**src/rtl/modbus_rtu_slave_frame_engine_assert.svh**
```systemverilog
// Assertion macros shared by the frame engine RTL.
`ifndef MODBUS_RTU_SLAVE_FRAME_ENGINE_ASSERT_SVH
`define MODBUS_RTU_SLAVE_FRAME_ENGINE_ASSERT_SVH

// The consequent must hold in the same cycle as the antecedent.
`define MBR_ASSERT_SAME(label, clk, rst_n, ante, cons, msg) \
    label: assert property (@(posedge clk) disable iff (!rst_n) (ante) |-> (cons)) \
        else $error(msg);

// The consequent must hold in the cycle after the antecedent.
`define MBR_ASSERT_NEXT(label, clk, rst_n, ante, cons, msg) \
    label: assert property (@(posedge clk) disable iff (!rst_n) (ante) |=> (cons)) \
        else $error(msg);

`endif

```
**src/rtl/mbr_pkg.sv**
```systemverilog
package mbr_pkg;

    typedef struct packed {
        logic       mode;
        logic [7:0] rx_byte;
    } req_t;

    typedef struct packed {
        logic       frame_done;
        logic       frame_ok;
        logic       tx_valid;
        logic [7:0] tx_byte;
        logic       tx_last;
    } rsp_t;

    localparam logic [7:0]  FC_READ       = 8'd3;
    localparam logic [7:0]  FC_WRITE_ONE  = 8'd6;
    localparam logic [7:0]  FC_WRITE_MANY = 8'd16;
    localparam logic [7:0]  FC_NONE       = 8'd0;
    localparam logic [15:0] CRC_INIT      = 16'hFFFF;
    localparam logic [15:0] CRC_POLY      = 16'hA001;
    localparam logic        MODE_RX       = 1'b0;
    localparam logic        MODE_PULL     = 1'b1;

    // Reflected CRC-16 update over one byte, least significant bit first.
    function automatic logic [15:0] crc_byte(input logic [15:0] c, input logic [7:0] b);
        logic [15:0] r;
        r = c ^ {8'h00, b};
        for (int i = 0; i < 8; i++)
        begin
            r = r[0] ? ((r >> 1) ^ CRC_POLY) : (r >> 1);
        end
        return r;
    endfunction

endpackage

```
**src/rtl/mbr_ram.sv**
```systemverilog
module mbr_ram #(
    parameter int WIDTH = 8,
    parameter int DEPTH = 64
) (
    input  logic                     clk,
    input  logic                     we,
    input  logic [$clog2(DEPTH)-1:0] waddr,
    input  logic [WIDTH-1:0]         wdata,
    input  logic [$clog2(DEPTH)-1:0] raddr,
    output logic [WIDTH-1:0]         rdata
);

    logic [WIDTH-1:0] mem_reg [DEPTH];
    logic [WIDTH-1:0] rdata_reg;

    always_ff @(posedge clk)
    begin
        if (we)
        begin
            mem_reg[waddr] <= wdata;
        end
        rdata_reg <= mem_reg[raddr];
    end

    assign rdata = rdata_reg;

endmodule

```
**src/rtl/modbus_rtu_slave_frame_engine.sv**
```systemverilog
// Modbus RTU slave frame engine for function codes 3, 6 and 16.
// Input channel req (req_valid/req_ready) carries one item per transfer: with mode 0 it
// is a received line byte, with mode 1 it pulls the next byte of the pending reply.
// Output channel rsp (rsp_valid/rsp_ready) returns exactly one result per input item:
// frame_done/frame_ok for a received byte, tx_valid/tx_byte/tx_last for a pull.
// The station address is written through cfg_wr_en/cfg_wr_data at any idle time.
// An item passes through the transfer cycle, in which the register store is read, and
// a processing cycle that updates the CRC and the parser state; processing waits while
// the output register still holds an unaccepted result. The engine then returns to idle
// for the next item, unless a frame with a good CRC is executed first. S_MOD reduces
// the doubled start offset modulo the store size by a reciprocal multiplication; then
// S_W6A and S_W6B write the two store bytes for code 6, or S_COPY copies the data
// bytes for code 16 (none when the byte count is zero); req_ready is low meanwhile.
// After reset S_CLEAR clears the store, address by address, before the first transfer.
// A stalled receiver holds the result in the output register; the next item is
// still taken, and its result waits until that register is free.
`include "modbus_rtu_slave_frame_engine_assert.svh"

module modbus_rtu_slave_frame_engine #(
    parameter int STORE_BYTES    = 64,
    parameter int MAX_READ_BYTES = 254
) (
    input  logic         clk,
    input  logic         rst_n,
    input  logic         req_valid,
    output logic         req_ready,
    input  mbr_pkg::req_t req,
    output logic         rsp_valid,
    input  logic         rsp_ready,
    output mbr_pkg::rsp_t rsp,
    input  logic         cfg_wr_en,
    input  logic [7:0]   cfg_wr_data
);

    localparam int SAW = $clog2(STORE_BYTES);
    localparam logic [SAW-1:0] STORE_LAST = SAW'(STORE_BYTES - 1);
    localparam logic [16:0] STORE_DIV = 17'(STORE_BYTES);
    localparam logic [16:0] MAX_READ17 = 17'(MAX_READ_BYTES);
    localparam int RSH = 17 + SAW;
    localparam longint RECIP_L = ((longint'(1) <<< RSH) / longint'(STORE_BYTES)) + longint'(1);
    localparam logic [18:0] RECIP = 19'(RECIP_L);

    localparam logic [2:0] S_CLEAR = 3'd0;
    localparam logic [2:0] S_IDLE  = 3'd1;
    localparam logic [2:0] S_PROC  = 3'd2;
    localparam logic [2:0] S_MOD   = 3'd3;
    localparam logic [2:0] S_W6A   = 3'd4;
    localparam logic [2:0] S_W6B   = 3'd5;
    localparam logic [2:0] S_COPY  = 3'd6;

    logic [2:0]     state_reg, state_next;
    logic [SAW-1:0] clr_cnt_reg, clr_cnt_next;
    logic [7:0]     slave_addr_reg;
    mbr_pkg::req_t  item_reg;
    logic [8:0]     byte_pos_reg, byte_pos_next;
    logic [7:0]     func_reg, func_next;
    logic [15:0]    start_reg, start_next;
    logic [15:0]    qty_reg, qty_next;
    logic [7:0]     dbc_reg, dbc_next;
    logic [15:0]    crc_reg, crc_next;
    logic [7:0]     crc_low_reg, crc_low_next;
    logic [7:0]     rfunc_reg, rfunc_next;
    logic [8:0]     ridx_reg, ridx_next;
    logic [8:0]     rlen_reg, rlen_next;
    logic [15:0]    rcrc_reg, rcrc_next;
    logic [SAW-1:0] sptr_reg, sptr_next;
    logic [16:0]    rem_reg, rem_next;
    logic [16:0]    sh_reg, sh_next;
    logic [4:0]     bit_cnt_reg, bit_cnt_next;
    logic [8:0]     copy_k_reg, copy_k_next;
    logic           copy_pend_reg, copy_pend_next;
    logic           rsp_valid_reg, rsp_valid_next;
    mbr_pkg::rsp_t  rsp_reg, rsp_next;

    logic           st_we;
    logic [SAW-1:0] st_waddr;
    logic [7:0]     st_wdata;
    logic [7:0]     st_rdata;
    logic           bf_we;
    logic [7:0]     bf_waddr;
    logic [7:0]     bf_rdata;

    logic           commit;
    logic           exec_go;
    logic [7:0]     b;
    logic [8:0]     pos;
    logic [15:0]    crc_upd;
    logic [8:0]     dbc_p7;
    logic [8:0]     dbc_p8;
    logic [9:0]     ridx_p2;
    logic [16:0]    rd_n;
    logic [7:0]     rd_clamp;
    logic [35:0]    quot_prod;
    logic [16:0]    quot;
    logic [16:0]    rem_calc;
    logic [SAW-1:0] sptr_inc;
    logic [7:0]     tx_b;
    mbr_pkg::rsp_t  rsp_d;

    mbr_ram #(.WIDTH(8), .DEPTH(STORE_BYTES)) u_store (
        .clk   (clk),
        .we    (st_we),
        .waddr (st_waddr),
        .wdata (st_wdata),
        .raddr (sptr_reg),
        .rdata (st_rdata)
    );

    mbr_ram #(.WIDTH(8), .DEPTH(256)) u_wbuf (
        .clk   (clk),
        .we    (bf_we),
        .waddr (bf_waddr),
        .wdata (item_reg.rx_byte),
        .raddr (copy_k_reg[7:0]),
        .rdata (bf_rdata)
    );

    assign req_ready = (state_reg == S_IDLE);
    assign rsp_valid = rsp_valid_reg;
    assign rsp       = rsp_reg;
    assign commit    = (state_reg == S_PROC) && (!rsp_valid_reg || rsp_ready);

    assign b         = item_reg.rx_byte;
    assign pos       = byte_pos_reg + 9'd1;
    assign crc_upd   = mbr_pkg::crc_byte((pos == 9'd1) ? mbr_pkg::CRC_INIT : crc_reg, b);
    assign dbc_p7    = {1'b0, dbc_reg} + 9'd7;
    assign dbc_p8    = {1'b0, dbc_reg} + 9'd8;
    assign ridx_p2   = {1'b0, ridx_reg} + 10'd2;
    assign rd_n      = {qty_reg, 1'b0};
    assign rd_clamp  = (rd_n > MAX_READ17) ? MAX_READ17[7:0] : rd_n[7:0];
    assign quot_prod = {19'd0, sh_reg} * {17'd0, RECIP};
    assign quot      = 17'(quot_prod >> RSH);
    assign rem_calc  = sh_reg - 17'(rem_reg * STORE_DIV);
    assign sptr_inc  = (sptr_reg == STORE_LAST) ? '0 : (sptr_reg + SAW'(1));

    always_comb
    begin
        state_next     = state_reg;
        clr_cnt_next   = clr_cnt_reg;
        byte_pos_next  = byte_pos_reg;
        func_next      = func_reg;
        start_next     = start_reg;
        qty_next       = qty_reg;
        dbc_next       = dbc_reg;
        crc_next       = crc_reg;
        crc_low_next   = crc_low_reg;
        rfunc_next     = rfunc_reg;
        ridx_next      = ridx_reg;
        rlen_next      = rlen_reg;
        rcrc_next      = rcrc_reg;
        sptr_next      = sptr_reg;
        rem_next       = rem_reg;
        sh_next        = sh_reg;
        bit_cnt_next   = bit_cnt_reg;
        copy_k_next    = copy_k_reg;
        copy_pend_next = copy_pend_reg;
        st_we          = 1'b0;
        st_waddr       = sptr_reg;
        st_wdata       = 8'h00;
        bf_we          = 1'b0;
        bf_waddr       = pos[7:0] - 8'd8;
        exec_go        = 1'b0;
        tx_b           = 8'h00;
        rsp_d          = '0;

        unique case (state_reg)
            S_CLEAR:
            begin
                st_we    = 1'b1;
                st_waddr = clr_cnt_reg;
                if (clr_cnt_reg == STORE_LAST)
                begin
                    state_next = S_IDLE;
                end
                else
                begin
                    clr_cnt_next = clr_cnt_reg + SAW'(1);
                end
            end
            S_IDLE:
            begin
                if (req_valid)
                begin
                    state_next = S_PROC;
                end
            end
            S_PROC:
            begin
                if (item_reg.mode == mbr_pkg::MODE_RX)
                begin
                    byte_pos_next = pos;
                    if (pos == 9'd1)
                    begin
                        if (b != slave_addr_reg)
                        begin
                            byte_pos_next = 9'd0;
                            crc_next      = mbr_pkg::CRC_INIT;
                        end
                        else
                        begin
                            rfunc_next = mbr_pkg::FC_NONE;
                            ridx_next  = 9'd0;
                            rlen_next  = 9'd0;
                            crc_next   = crc_upd;
                        end
                    end
                    else if (pos == 9'd2)
                    begin
                        if (b != mbr_pkg::FC_READ && b != mbr_pkg::FC_WRITE_ONE &&
                            b != mbr_pkg::FC_WRITE_MANY)
                        begin
                            byte_pos_next = 9'd0;
                            crc_next      = mbr_pkg::CRC_INIT;
                        end
                        else
                        begin
                            func_next = b;
                            crc_next  = crc_upd;
                        end
                    end
                    else if (pos <= 9'd6)
                    begin
                        crc_next = crc_upd;
                        priority if (pos == 9'd3)
                        begin
                            start_next[15:8] = b;
                        end
                        else if (pos == 9'd4)
                        begin
                            start_next[7:0] = b;
                        end
                        else if (pos == 9'd5)
                        begin
                            qty_next[15:8] = b;
                        end
                        else
                        begin
                            qty_next[7:0] = b;
                        end
                    end
                    else if (func_reg != mbr_pkg::FC_WRITE_MANY)
                    begin
                        if (pos == 9'd7)
                        begin
                            crc_low_next = b;
                        end
                        else
                        begin
                            exec_go = 1'b1;
                        end
                    end
                    else if (pos == 9'd7)
                    begin
                        dbc_next = b;
                        crc_next = crc_upd;
                    end
                    else if (pos <= dbc_p7)
                    begin
                        bf_we    = commit;
                        crc_next = crc_upd;
                    end
                    else if (pos == dbc_p8)
                    begin
                        crc_low_next = b;
                    end
                    else
                    begin
                        exec_go = 1'b1;
                    end

                    if (exec_go)
                    begin
                        rsp_d.frame_done = 1'b1;
                        rsp_d.frame_ok   = ({b, crc_low_reg} == crc_reg);
                        byte_pos_next    = 9'd0;
                        crc_next         = mbr_pkg::CRC_INIT;
                        if ({b, crc_low_reg} == crc_reg)
                        begin
                            rfunc_next   = func_reg;
                            ridx_next    = 9'd0;
                            rcrc_next    = mbr_pkg::CRC_INIT;
                            rlen_next    = (func_reg == mbr_pkg::FC_READ)
                                           ? (9'd5 + {1'b0, rd_clamp}) : 9'd8;
                            rem_next     = 17'd0;
                            sh_next      = {start_reg, 1'b0};
                            bit_cnt_next = 5'd1;
                        end
                    end
                end
                else if (rfunc_reg != mbr_pkg::FC_NONE)
                begin
                    rsp_d.tx_valid = 1'b1;
                    ridx_next      = ridx_reg + 9'd1;
                    if (ridx_p2 < {1'b0, rlen_reg})
                    begin
                        priority if (ridx_reg == 9'd0)
                        begin
                            tx_b = slave_addr_reg;
                        end
                        else if (ridx_reg == 9'd1)
                        begin
                            tx_b = rfunc_reg;
                        end
                        else if (rfunc_reg == mbr_pkg::FC_READ)
                        begin
                            if (ridx_reg == 9'd2)
                            begin
                                tx_b = rlen_next[7:0] - 8'd5;
                            end
                            else
                            begin
                                tx_b      = st_rdata;
                                sptr_next = sptr_inc;
                            end
                        end
                        else if (ridx_reg == 9'd2)
                        begin
                            tx_b = start_reg[15:8];
                        end
                        else if (ridx_reg == 9'd3)
                        begin
                            tx_b = start_reg[7:0];
                        end
                        else if (ridx_reg == 9'd4)
                        begin
                            tx_b = qty_reg[15:8];
                        end
                        else
                        begin
                            tx_b = qty_reg[7:0];
                        end
                        rcrc_next = mbr_pkg::crc_byte(rcrc_reg, tx_b);
                    end
                    else if (ridx_p2 == {1'b0, rlen_reg})
                    begin
                        tx_b = rcrc_reg[7:0];
                    end
                    else
                    begin
                        tx_b          = rcrc_reg[15:8];
                        rsp_d.tx_last = 1'b1;
                        rfunc_next    = mbr_pkg::FC_NONE;
                        ridx_next     = 9'd0;
                    end
                    rsp_d.tx_byte = tx_b;
                end

                if (commit)
                begin
                    state_next = (exec_go && rsp_d.frame_ok) ? S_MOD : S_IDLE;
                end
                else
                begin
                    byte_pos_next = byte_pos_reg;
                    func_next     = func_reg;
                    start_next    = start_reg;
                    qty_next      = qty_reg;
                    dbc_next      = dbc_reg;
                    crc_next      = crc_reg;
                    crc_low_next  = crc_low_reg;
                    rfunc_next    = rfunc_reg;
                    ridx_next     = ridx_reg;
                    rlen_next     = rlen_reg;
                    rcrc_next     = rcrc_reg;
                    sptr_next     = sptr_reg;
                    rem_next      = rem_reg;
                    sh_next       = sh_reg;
                    bit_cnt_next  = bit_cnt_reg;
                end
            end
            S_MOD:
            begin
                if (bit_cnt_reg != 5'd0)
                begin
                    rem_next     = quot;
                    bit_cnt_next = 5'd0;
                end
                else
                begin
                    sptr_next = rem_calc[SAW-1:0];
                    priority if (func_reg == mbr_pkg::FC_READ)
                    begin
                        state_next = S_IDLE;
                    end
                    else if (func_reg == mbr_pkg::FC_WRITE_ONE)
                    begin
                        state_next = S_W6A;
                    end
                    else
                    begin
                        state_next     = S_COPY;
                        copy_k_next    = 9'd0;
                        copy_pend_next = 1'b0;
                    end
                end
            end
            S_W6A:
            begin
                st_we      = 1'b1;
                st_wdata   = qty_reg[15:8];
                sptr_next  = sptr_inc;
                state_next = S_W6B;
            end
            S_W6B:
            begin
                st_we      = 1'b1;
                st_wdata   = qty_reg[7:0];
                state_next = S_IDLE;
            end
            S_COPY:
            begin
                if (copy_pend_reg)
                begin
                    st_we     = 1'b1;
                    st_wdata  = bf_rdata;
                    sptr_next = sptr_inc;
                end
                if (copy_k_reg < {1'b0, dbc_reg})
                begin
                    copy_k_next    = copy_k_reg + 9'd1;
                    copy_pend_next = 1'b1;
                end
                else
                begin
                    copy_pend_next = 1'b0;
                    if (!copy_pend_reg)
                    begin
                        state_next = S_IDLE;
                    end
                end
            end
            default:
            begin
                state_next = S_IDLE;
            end
        endcase

        rsp_valid_next = rsp_valid_reg;
        rsp_next       = rsp_reg;
        if (commit)
        begin
            rsp_valid_next = 1'b1;
            rsp_next       = rsp_d;
        end
        else if (rsp_ready)
        begin
            rsp_valid_next = 1'b0;
        end
    end

    always_ff @(posedge clk or negedge rst_n)
    begin
        if (!rst_n)
        begin
            state_reg      <= S_CLEAR;
            clr_cnt_reg    <= '0;
            slave_addr_reg <= 8'd1;
            byte_pos_reg   <= 9'd0;
            func_reg       <= 8'd0;
            start_reg      <= 16'd0;
            qty_reg        <= 16'd0;
            dbc_reg        <= 8'd0;
            crc_reg        <= mbr_pkg::CRC_INIT;
            crc_low_reg    <= 8'd0;
            rfunc_reg      <= mbr_pkg::FC_NONE;
            ridx_reg       <= 9'd0;
            rlen_reg       <= 9'd0;
            rcrc_reg       <= mbr_pkg::CRC_INIT;
            bit_cnt_reg    <= 5'd0;
            copy_k_reg     <= 9'd0;
            copy_pend_reg  <= 1'b0;
            rsp_valid_reg  <= 1'b0;
        end
        else
        begin
            state_reg     <= state_next;
            clr_cnt_reg   <= clr_cnt_next;
            if (cfg_wr_en)
            begin
                slave_addr_reg <= cfg_wr_data;
            end
            byte_pos_reg  <= byte_pos_next;
            func_reg      <= func_next;
            start_reg     <= start_next;
            qty_reg       <= qty_next;
            dbc_reg       <= dbc_next;
            crc_reg       <= crc_next;
            crc_low_reg   <= crc_low_next;
            rfunc_reg     <= rfunc_next;
            ridx_reg      <= ridx_next;
            rlen_reg      <= rlen_next;
            rcrc_reg      <= rcrc_next;
            bit_cnt_reg   <= bit_cnt_next;
            copy_k_reg    <= copy_k_next;
            copy_pend_reg <= copy_pend_next;
            rsp_valid_reg <= rsp_valid_next;
        end
    end

    always_ff @(posedge clk)
    begin
        if (req_valid && req_ready)
        begin
            item_reg <= req;
        end
        sptr_reg <= sptr_next;
        rem_reg  <= rem_next;
        sh_reg   <= sh_next;
        rsp_reg  <= rsp_next;
    end

    `MBR_ASSERT_SAME(a_ok_needs_done, clk, rst_n, rsp_valid && rsp.frame_ok, rsp.frame_done, "frame_ok without frame_done")
    `MBR_ASSERT_SAME(a_last_needs_tx, clk, rst_n, rsp_valid && rsp.tx_last, rsp.tx_valid, "tx_last without tx_valid")
    `MBR_ASSERT_SAME(a_rx_tx_apart, clk, rst_n, rsp_valid && rsp.frame_done, !rsp.tx_valid, "frame result and reply byte in one transfer")
    `MBR_ASSERT_NEXT(a_good_frame_executes, clk, rst_n, commit && exec_go && rsp_d.frame_ok, state_reg == S_MOD, "good frame not executed")
    `MBR_ASSERT_SAME(a_store_quiet_idle, clk, rst_n, state_reg == S_IDLE || state_reg == S_PROC, !st_we, "store written while items are taken")

endmodule

```
**config.mk**
```make
export PLATFORM = sky130hd
export DESIGN_NAME = modbus_rtu_slave_frame_engine
export DESIGN_NICKNAME = d
export VERILOG_FILES = /design/src/rtl/mbr_pkg.sv /design/src/rtl/mbr_ram.sv /design/src/rtl/modbus_rtu_slave_frame_engine.sv
export VERILOG_INCLUDE_DIRS = /design/src /design/src/rtl
export SDC_FILE = /design/constraint.sdc
export NUM_CORES = 2
export LEC_CHECK = 0
export BUFFER_PORTS_ARGS = -buffer_cell sky130_fd_sc_hd__buf_2
export CORE_MARGIN = 2
export CORE_UTILIZATION = 55
export DETAILED_ROUTE_END_ITERATION = 16
export PLACE_DENSITY_LB_ADDON = 0.15
export SLEW_MARGIN = 10
export SYNTH_ARGS = -nofsm -noshare
export SYNTH_HDL_FRONTEND = slang
export SYNTH_SLANG_ARGS = --single-unit
```
**constraint.sdc**
```tcl
create_clock -name clk -period 13.1 [get_ports clk]
set_input_delay 1.965 -clock clk [delete_from_list [all_inputs] [get_ports clk]]
set_output_delay 1.965 -clock clk [all_outputs]
set_load 0.005 [all_outputs]
```
# Yosys cells after proc, flatten, opt, wreduce, memory -nomap -nowiden
# Memories as Yosys holds them, arrays and structs flattened. A register that Yosys moved wholly into a read port is not among the register bits.
# Index checks and enable logic that the tools add are counted.
[totals] regBits=199 mem_bits_rw=2560 output_inout_bits=14 elab_cells=329 memories=2
[memory_table] name="u_wbuf.mem_reg" words=256 word_bits=8 read_ports=1 rd_clocked_by_memory_dff=1 write_ports=1 line="mbr_ram.sv:13" rtl="logic [WIDTH-1:0] mem_reg [DEPTH];"
[memory_table] name="u_store.mem_reg" words=64 word_bits=8 read_ports=1 rd_clocked_by_memory_dff=1 write_ports=1 line="mbr_ram.sv:13"
[op_classes] addsub=12 magnitude_cmp=5 n_eq_ne=58 n_mux=151 bitwise=30 n_reduce_logical=42
[ops] operator="$mux 16" n=31
[ops] operator="$mux 8" n=28
[ops] operator="$mux 9" n=22
[ops] operator="$mux 6" n=12
[ops] operator="$not 2->3" n=16
[ops] operator="$ne 2x2->1 const B" n=20
[ops] operator="$eq 9x2->1 const B" n=4
[ops] operator="$eq 9x3->1 const B" n=4
[ops] operator="$mux 1" n=33
[ops] operator="$xor 16x8->16" n=2
[ops] operator="$add 9x1->9 const B" n=3
[ops] operator="$mux 5" n=5
[ops] operator="$pmux 6 s4" n=1
[ops] operator="$pmux 8 s3" n=1
[ops] operator="$reduce_and 6->1" n=4
[ops] operator="$mux 3" n=7
[ops] operator="$reduce_and 5->1" n=4
[ops] operator="$eq 9x1->1 const B" n=2
[ops] operator="$pmux 3 s6" n=1
[ops] operator="$pmux 9 s2" n=1
[ops] operator="$reduce_and 9->1" n=2
[ops] operator="$gt 17x8->1 const B" n=1
[ops] operator="$eq 16x16->1" n=1
[ops] operator="$eq 8x2->1 const B" n=2
[ops] operator="other kinds (49)" n=91

# Longest topological paths before layout
[depth] ltp_word=31 mapped_depth=16 mapped_depth_nobuf=15

# Modules after synthesis
# Synthesis repeated with hierarchy kept, for this count alone.
[unflattened] cells_unflattened=5944 area_unflattened_um2=111603.3
[by_module_without_submodules] module="mbr_ram (u_wbuf)" n_inst=1 cells_each=3733 area_each_um2=79556.3 seq_area_each_um2=61659.1
[by_module_without_submodules] module="mbr_ram (u_store)" n_inst=1 cells_each=972 area_each_um2=20190.6 seq_area_each_um2=15534.9
[by_module_without_submodules] module="modbus_rtu_slave_frame_engine" n_inst=1 cells_each=1239 area_each_um2=11856.4 seq_area_each_um2=4805.9

# Least setup slack after synthesis
# Ideal clock, no wire load.
[synth_path] path_kind="register -> register" startpoint="register item_reg (netlist bit b[5])" endpoint="register rcrc_reg[3]" setup_ps=79 arrival_time_ps=5156 required_time_ps=13021 path_slack_ps=7865 path_stages_with_launch=10 n_path_buf=2 period_less_slack_ps=5235 path_cell_list="edfxtp_1 -> clkbuf_1 -> xnor2_1 -> nand4_1 -> nor4_1 -> nand2_1 -> nor3_2 -> buf_2 -> nor2_1 -> o21ai_0"
[synth_between] elab_chain_cells=3
[synth_lines] item="start: declaration" line="modbus_rtu_slave_frame_engine.sv:54" rtl="mbr_pkg::req_t item_reg;"
[synth_lines] item="start signal: assignment" line="modbus_rtu_slave_frame_engine.sv:504" rtl="item_reg <= req;"
[synth_lines] item="$eq 16x16->1" line="modbus_rtu_slave_frame_engine.sv:277" rtl="if ({b, crc_low_reg} == crc_reg)"
[synth_lines] item="$reduce_bool 2->1 (no source line)"
[synth_lines] item="$reduce_and 6->1 (no source line)"
[synth_lines] item="end signal: assignment" line="modbus_rtu_slave_frame_engine.sv:468" rtl="rcrc_reg <= mbr_pkg::CRC_INIT;"
[synth_lines] item="end signal: assignment" line="modbus_rtu_slave_frame_engine.sv:492" rtl="rcrc_reg <= rcrc_next;"
[synth_lines] item="end: declaration" line="modbus_rtu_slave_frame_engine.sv:65" rtl="logic [15:0] rcrc_reg, rcrc_next;"
# Every way passes these cells.
# A chain may end at the register's enable or synchronous reset.

# Final worst setup path
[layout_path] startpoint="register byte_pos_reg[0]" endpoint="memory u_wbuf.mem_reg[240][4], enable pin"
[layout_between] elab_chain_cells=12 word_cells_on_any_way=17 cone_classes="2 x add/sub; 2 x order compare; 3 x eq/ne; 10 x mux"
[layout_lines] item="start: declaration" line="modbus_rtu_slave_frame_engine.sv:55" rtl="logic [8:0] byte_pos_reg, byte_pos_next;"
[layout_lines] item="start signal: assignment" line="modbus_rtu_slave_frame_engine.sv:482" rtl="byte_pos_reg <= byte_pos_next;"
[layout_lines] item="$add 9x1->9 *" line="modbus_rtu_slave_frame_engine.sv:124" rtl="assign pos = byte_pos_reg + 9'd1;"
[layout_lines] item="$le 9x9->1" line="modbus_rtu_slave_frame_engine.sv:257" rtl="else if (pos <= dbc_p7)"
[layout_lines] item="$mux 1" line="modbus_rtu_slave_frame_engine.sv:257"
[layout_lines] item="$mux 1" line="modbus_rtu_slave_frame_engine.sv:252" rtl="else if (pos == 9'd7)"
[layout_lines] item="$mux 1" line="modbus_rtu_slave_frame_engine.sv:241" rtl="else if (func_reg != mbr_pkg::FC_WRITE_MANY)"
[layout_lines] item="$mux 1" line="modbus_rtu_slave_frame_engine.sv:221" rtl="else if (pos <= 9'd6)"
[layout_lines] item="$mux 1" line="modbus_rtu_slave_frame_engine.sv:207" rtl="else if (pos == 9'd2)"
[layout_lines] item="$mux 1" line="modbus_rtu_slave_frame_engine.sv:192" rtl="if (pos == 9'd1)"
[layout_lines] item="$mux 1" line="modbus_rtu_slave_frame_engine.sv:189" rtl="if (item_reg.mode == mbr_pkg::MODE_RX)"
[layout_lines] item="$mux 1" line="modbus_rtu_slave_frame_engine.sv:166" rtl="unique case (state_reg)"
[layout_lines] item="$mux 1" line="mbr_ram.sv:18" rtl="if (we)"
[layout_lines] item="$mux 1 (not written as such)" line="mbr_ram.sv:20" rtl="mem_reg[waddr] <= wdata;"
[layout_lines] item="end: declaration" line="mbr_ram.sv:13"
# Every way passes the cells marked *; elsewhere a longest branch is shown, timed or not.

==> impl_metrics.toml <==
[power_and_ir_drop]
p_leak_nw = 38.6
p_sw_share_pct = 24.8
seqPwrFrac_pct = 49.3
power_mw = 20.7
power.share.clock_pct = 38.7
peakVddDrop_v = 0.000127
switching_power_mw = 5.14
p_int_mw = 15.6
pwr-share-comb_pct = 12.0
p_per_area_nw_per_um2 = 169

[sta]
worstMarginPinSlew_ns = 1.60
rsz0062_at_grt = "no"
hold_viol_final = 0
max_freq_mhz = 163
setup_viol = 0
relSlewSlack_pct = -6.77
fin_crit_sh_pct = 46.7
period_needed_ns = 6.12
drv_slew = 80
clock_skew_ns = 0.0619
setup_tns_ns = 0
setup_ws_ns = 6.98

[min_path]
hold_class = "flop to flop"
hold_path_end = "sh_reg[5]"
min_from = "start_reg[4]"
holdPathStages = 0

[layout]
drive_gt1_share_pct = 27.3
stdcell_count = 8263
fin_nets = 5461
largest_reg_flops = 2048
areaGrowthSynthToFinish_pct = 11.2
fin_util_pct = 61.6

[logic_synthesis]
synth-edff-count = 2592
ys_ff_latch = 2760
synthArstFlopShare_pct = 5.51
syn_inst = 5267
synth_area_leaders = "edfxtp_1 (70%), mux4_2 (17%), dfrtp_1 (2.7%)"
synth.yosys.seq_area_share_pct = 74.1
syn_area_um2 = 111000
yosysWarnings = 0
yosysTopAreaCell = "edfxtp_1"
syn_nets = 5332
avgSynthCellArea_um2 = 21.0
postSynth.topFlopCell = "edfxtp_1"
synth_cell_types = 100
synth_top_area_share_pct = 70.3

[floorplan]
die_x_um = 453
die_h_um = 453
fp-row-count = 164
ios = 36
coreArea_um2 = 200000
initial_core_util_pct = 55.4
dieArea_um2 = 205000

[route]
ant_nets = 0
viasPerCell = 6.49
drc = 0
wirelength_um = 265000
drt-pass1-iter-count = 8
via_count = 53600
drt_iter0_drc = 6766
wl_per_cell_um = 32.1

[clock_network]
cts.path.max_buffers = 4
cts_sinks = 2760
clk_latency_ns = 0.93
cts_buffers = 300
ctsHoldBuffers = 0
cts_tree = "built"
root_buffer = "clkbuf_16"
clkSlewWorstSetupHoldPaths_ns = 0.06
cts_resized = 0
h-tree-depth = 5
post_cts_buffers = 0

[global_route]
grt_util_all_layers_pct = 26.2
first_global_vias = 53400
gr-total-overflow = 0
antenna_found_initial = 8
grt_max_degree = 189
grt_pass1_wl_um = 387000

[worst_setup_path]
arrival_ns = 6.68
r2r-end = "u_wbuf.mem_reg[240][4]"
r2r_setup_slack_ns = 6.98
required_ns = 13.65
r2r_cells = 14
reg2reg_from = "byte_pos_reg[0]"
setup.worst_path.start_class = "flop"
crit_fanout = 16
critical_path_class = "flop to flop"
crit_path_end_kind = "flop"

[flow_run]
cap_violations = 0

[outcome]
outcome = "finished with violations"
violations = "slew limit"

[place]
io_buffers = 35
post-place-ws_ns = 6.85
gp_congestion = 0.870
hpwl_um = 157000
placed_cells = 7750
-- cell usage after synthesis (9+ instances only) --
cell type and count:
o21ai_0 50, xor2_1 31, a22o_1 18, nor3_1 45, buf_1 77, a21oi_1 48, or3_1 11, dfstp_2 33
mux2i_1 12, nand2b_1 25, o21ai_1 9, edfxtp_1 2592, nand2_1 128, o31ai_1 10, a21o_1 16, mux2_1 9
nor4_1 15, dfrtp_1 119, mux2_2 56, inv_1 56, and2_1 14, and3_1 13, nor2b_1 14, nor2_1 403
o22a_1 15, ha_1 43, nand3_1 51, mux4_2 847, a211oi_1 16, dfxtp_1 16, o21a_1 10, buf_2 16
xnor2_1 77, nand4_1 20, clkbuf_1 194, nand3b_1 14, a31oi_1 11
-- power groups by stage --
stage / combinational, mW / clock [mW] / sequential (mW)
3_3_place_gp: 2.49 / 0 / 10.4
2_1_floorplan: 1.35 / 0 / 10.5
6_report: 2.50 / 8.02 / 10.2
4_1_cts: 2.52 / 8.14 / 10.2
5_1_grt: 2.64 / 8.47 / 10.2
3_5_place_dp: 2.51 / 0 / 10.4
-- logic make-up after synthesis --
logic type               Yosys count  share of synthesized area, %
buffers and inverters            349                          1.23
AND/OR/NAND/NOR                  790                          3.31
adder cells (fa/ha/maj)           43                         0.486
AO/OA/AOI/OAI                    284                          1.83
multiplexers                     925                          18.0
XOR/XNOR                         116                          1.01
flip-flops                      2760                          74.1
-- placed cells by master (no fill, tap or decap), types with 31 or more instances in the layout --
master,instances
nand2_1,114
inv_1,48
buf_2,34
xnor2_1,77
clkinv_2,44
xor2_1,31
buf_4,77
ha_1,43
nor3_1,43
mux4_2,847
clkbuf_16,302
dfrtp_1,113
o21ai_0,50
nor2_1,400
dfstp_2,33
clkinv_1,54
clkbuf_1,56
a21oi_1,48
edfxtp_1,2592
mux2_2,56
nand3_1,51
-- stage by stage --
step	hold WS (ns)	instance area (um2)
5_1_grt	0.481	123000
4_1_cts	0.474	123000
2_1_floorplan	0.434	111000
6_report	0.476	123000
3_3_place_gp	0.461	114000
3_5_place_dp	0.464	114000
-- worst max-delay path: stages (launching register included) --
cell      delay (ns)
dfrtp_1         0.54
ha_1            0.33
nand3_1         0.23
o21ai_0         0.28
and2_1          0.38
inv_1           0.14
ha_1            0.31
o21a_1          0.11
nor2_1          0.09
a211oi_1        0.06
o21ai_0         0.43
nand4b_1        0.46
nor2_1          0.93
nand2_1         0.71
nor2_1          0.77
-- worst max path at each step --
stage               cells past startpoint                      to             from
floorplan                               9             rcrc_reg[3]             b[5]
global placement                        8  u_wbuf.mem_reg[193][5]        rsp_ready
detailed placement                      8  u_wbuf.mem_reg[193][5]        rsp_ready
CTS                                    14  u_wbuf.mem_reg[206][2]  byte_pos_reg[0]
global route                           14  u_wbuf.mem_reg[240][4]  byte_pos_reg[0]
finish                                 14  u_wbuf.mem_reg[240][4]  byte_pos_reg[0]
-- layer usage --
metal	routed length [um]	GRT usage (%)
met3	18600	3.98
met5	13	0
met1	109000	38.2
met2	130000	42.0
met4	7380	7.17
-- layout make-up --
type,count,area [um2]
Clock inverter,145,1360
Multi-Input combinational cell,2158,27400
Sequential cell,2760,82000
Fill cell,13700,76800
Tap cell,2656,3320
Inverter,57,214
Antenna cell,5,12.5
Timing Repair Buffer,119,900
Clock buffer,363,7840
(Power assumes the default switching activity.)
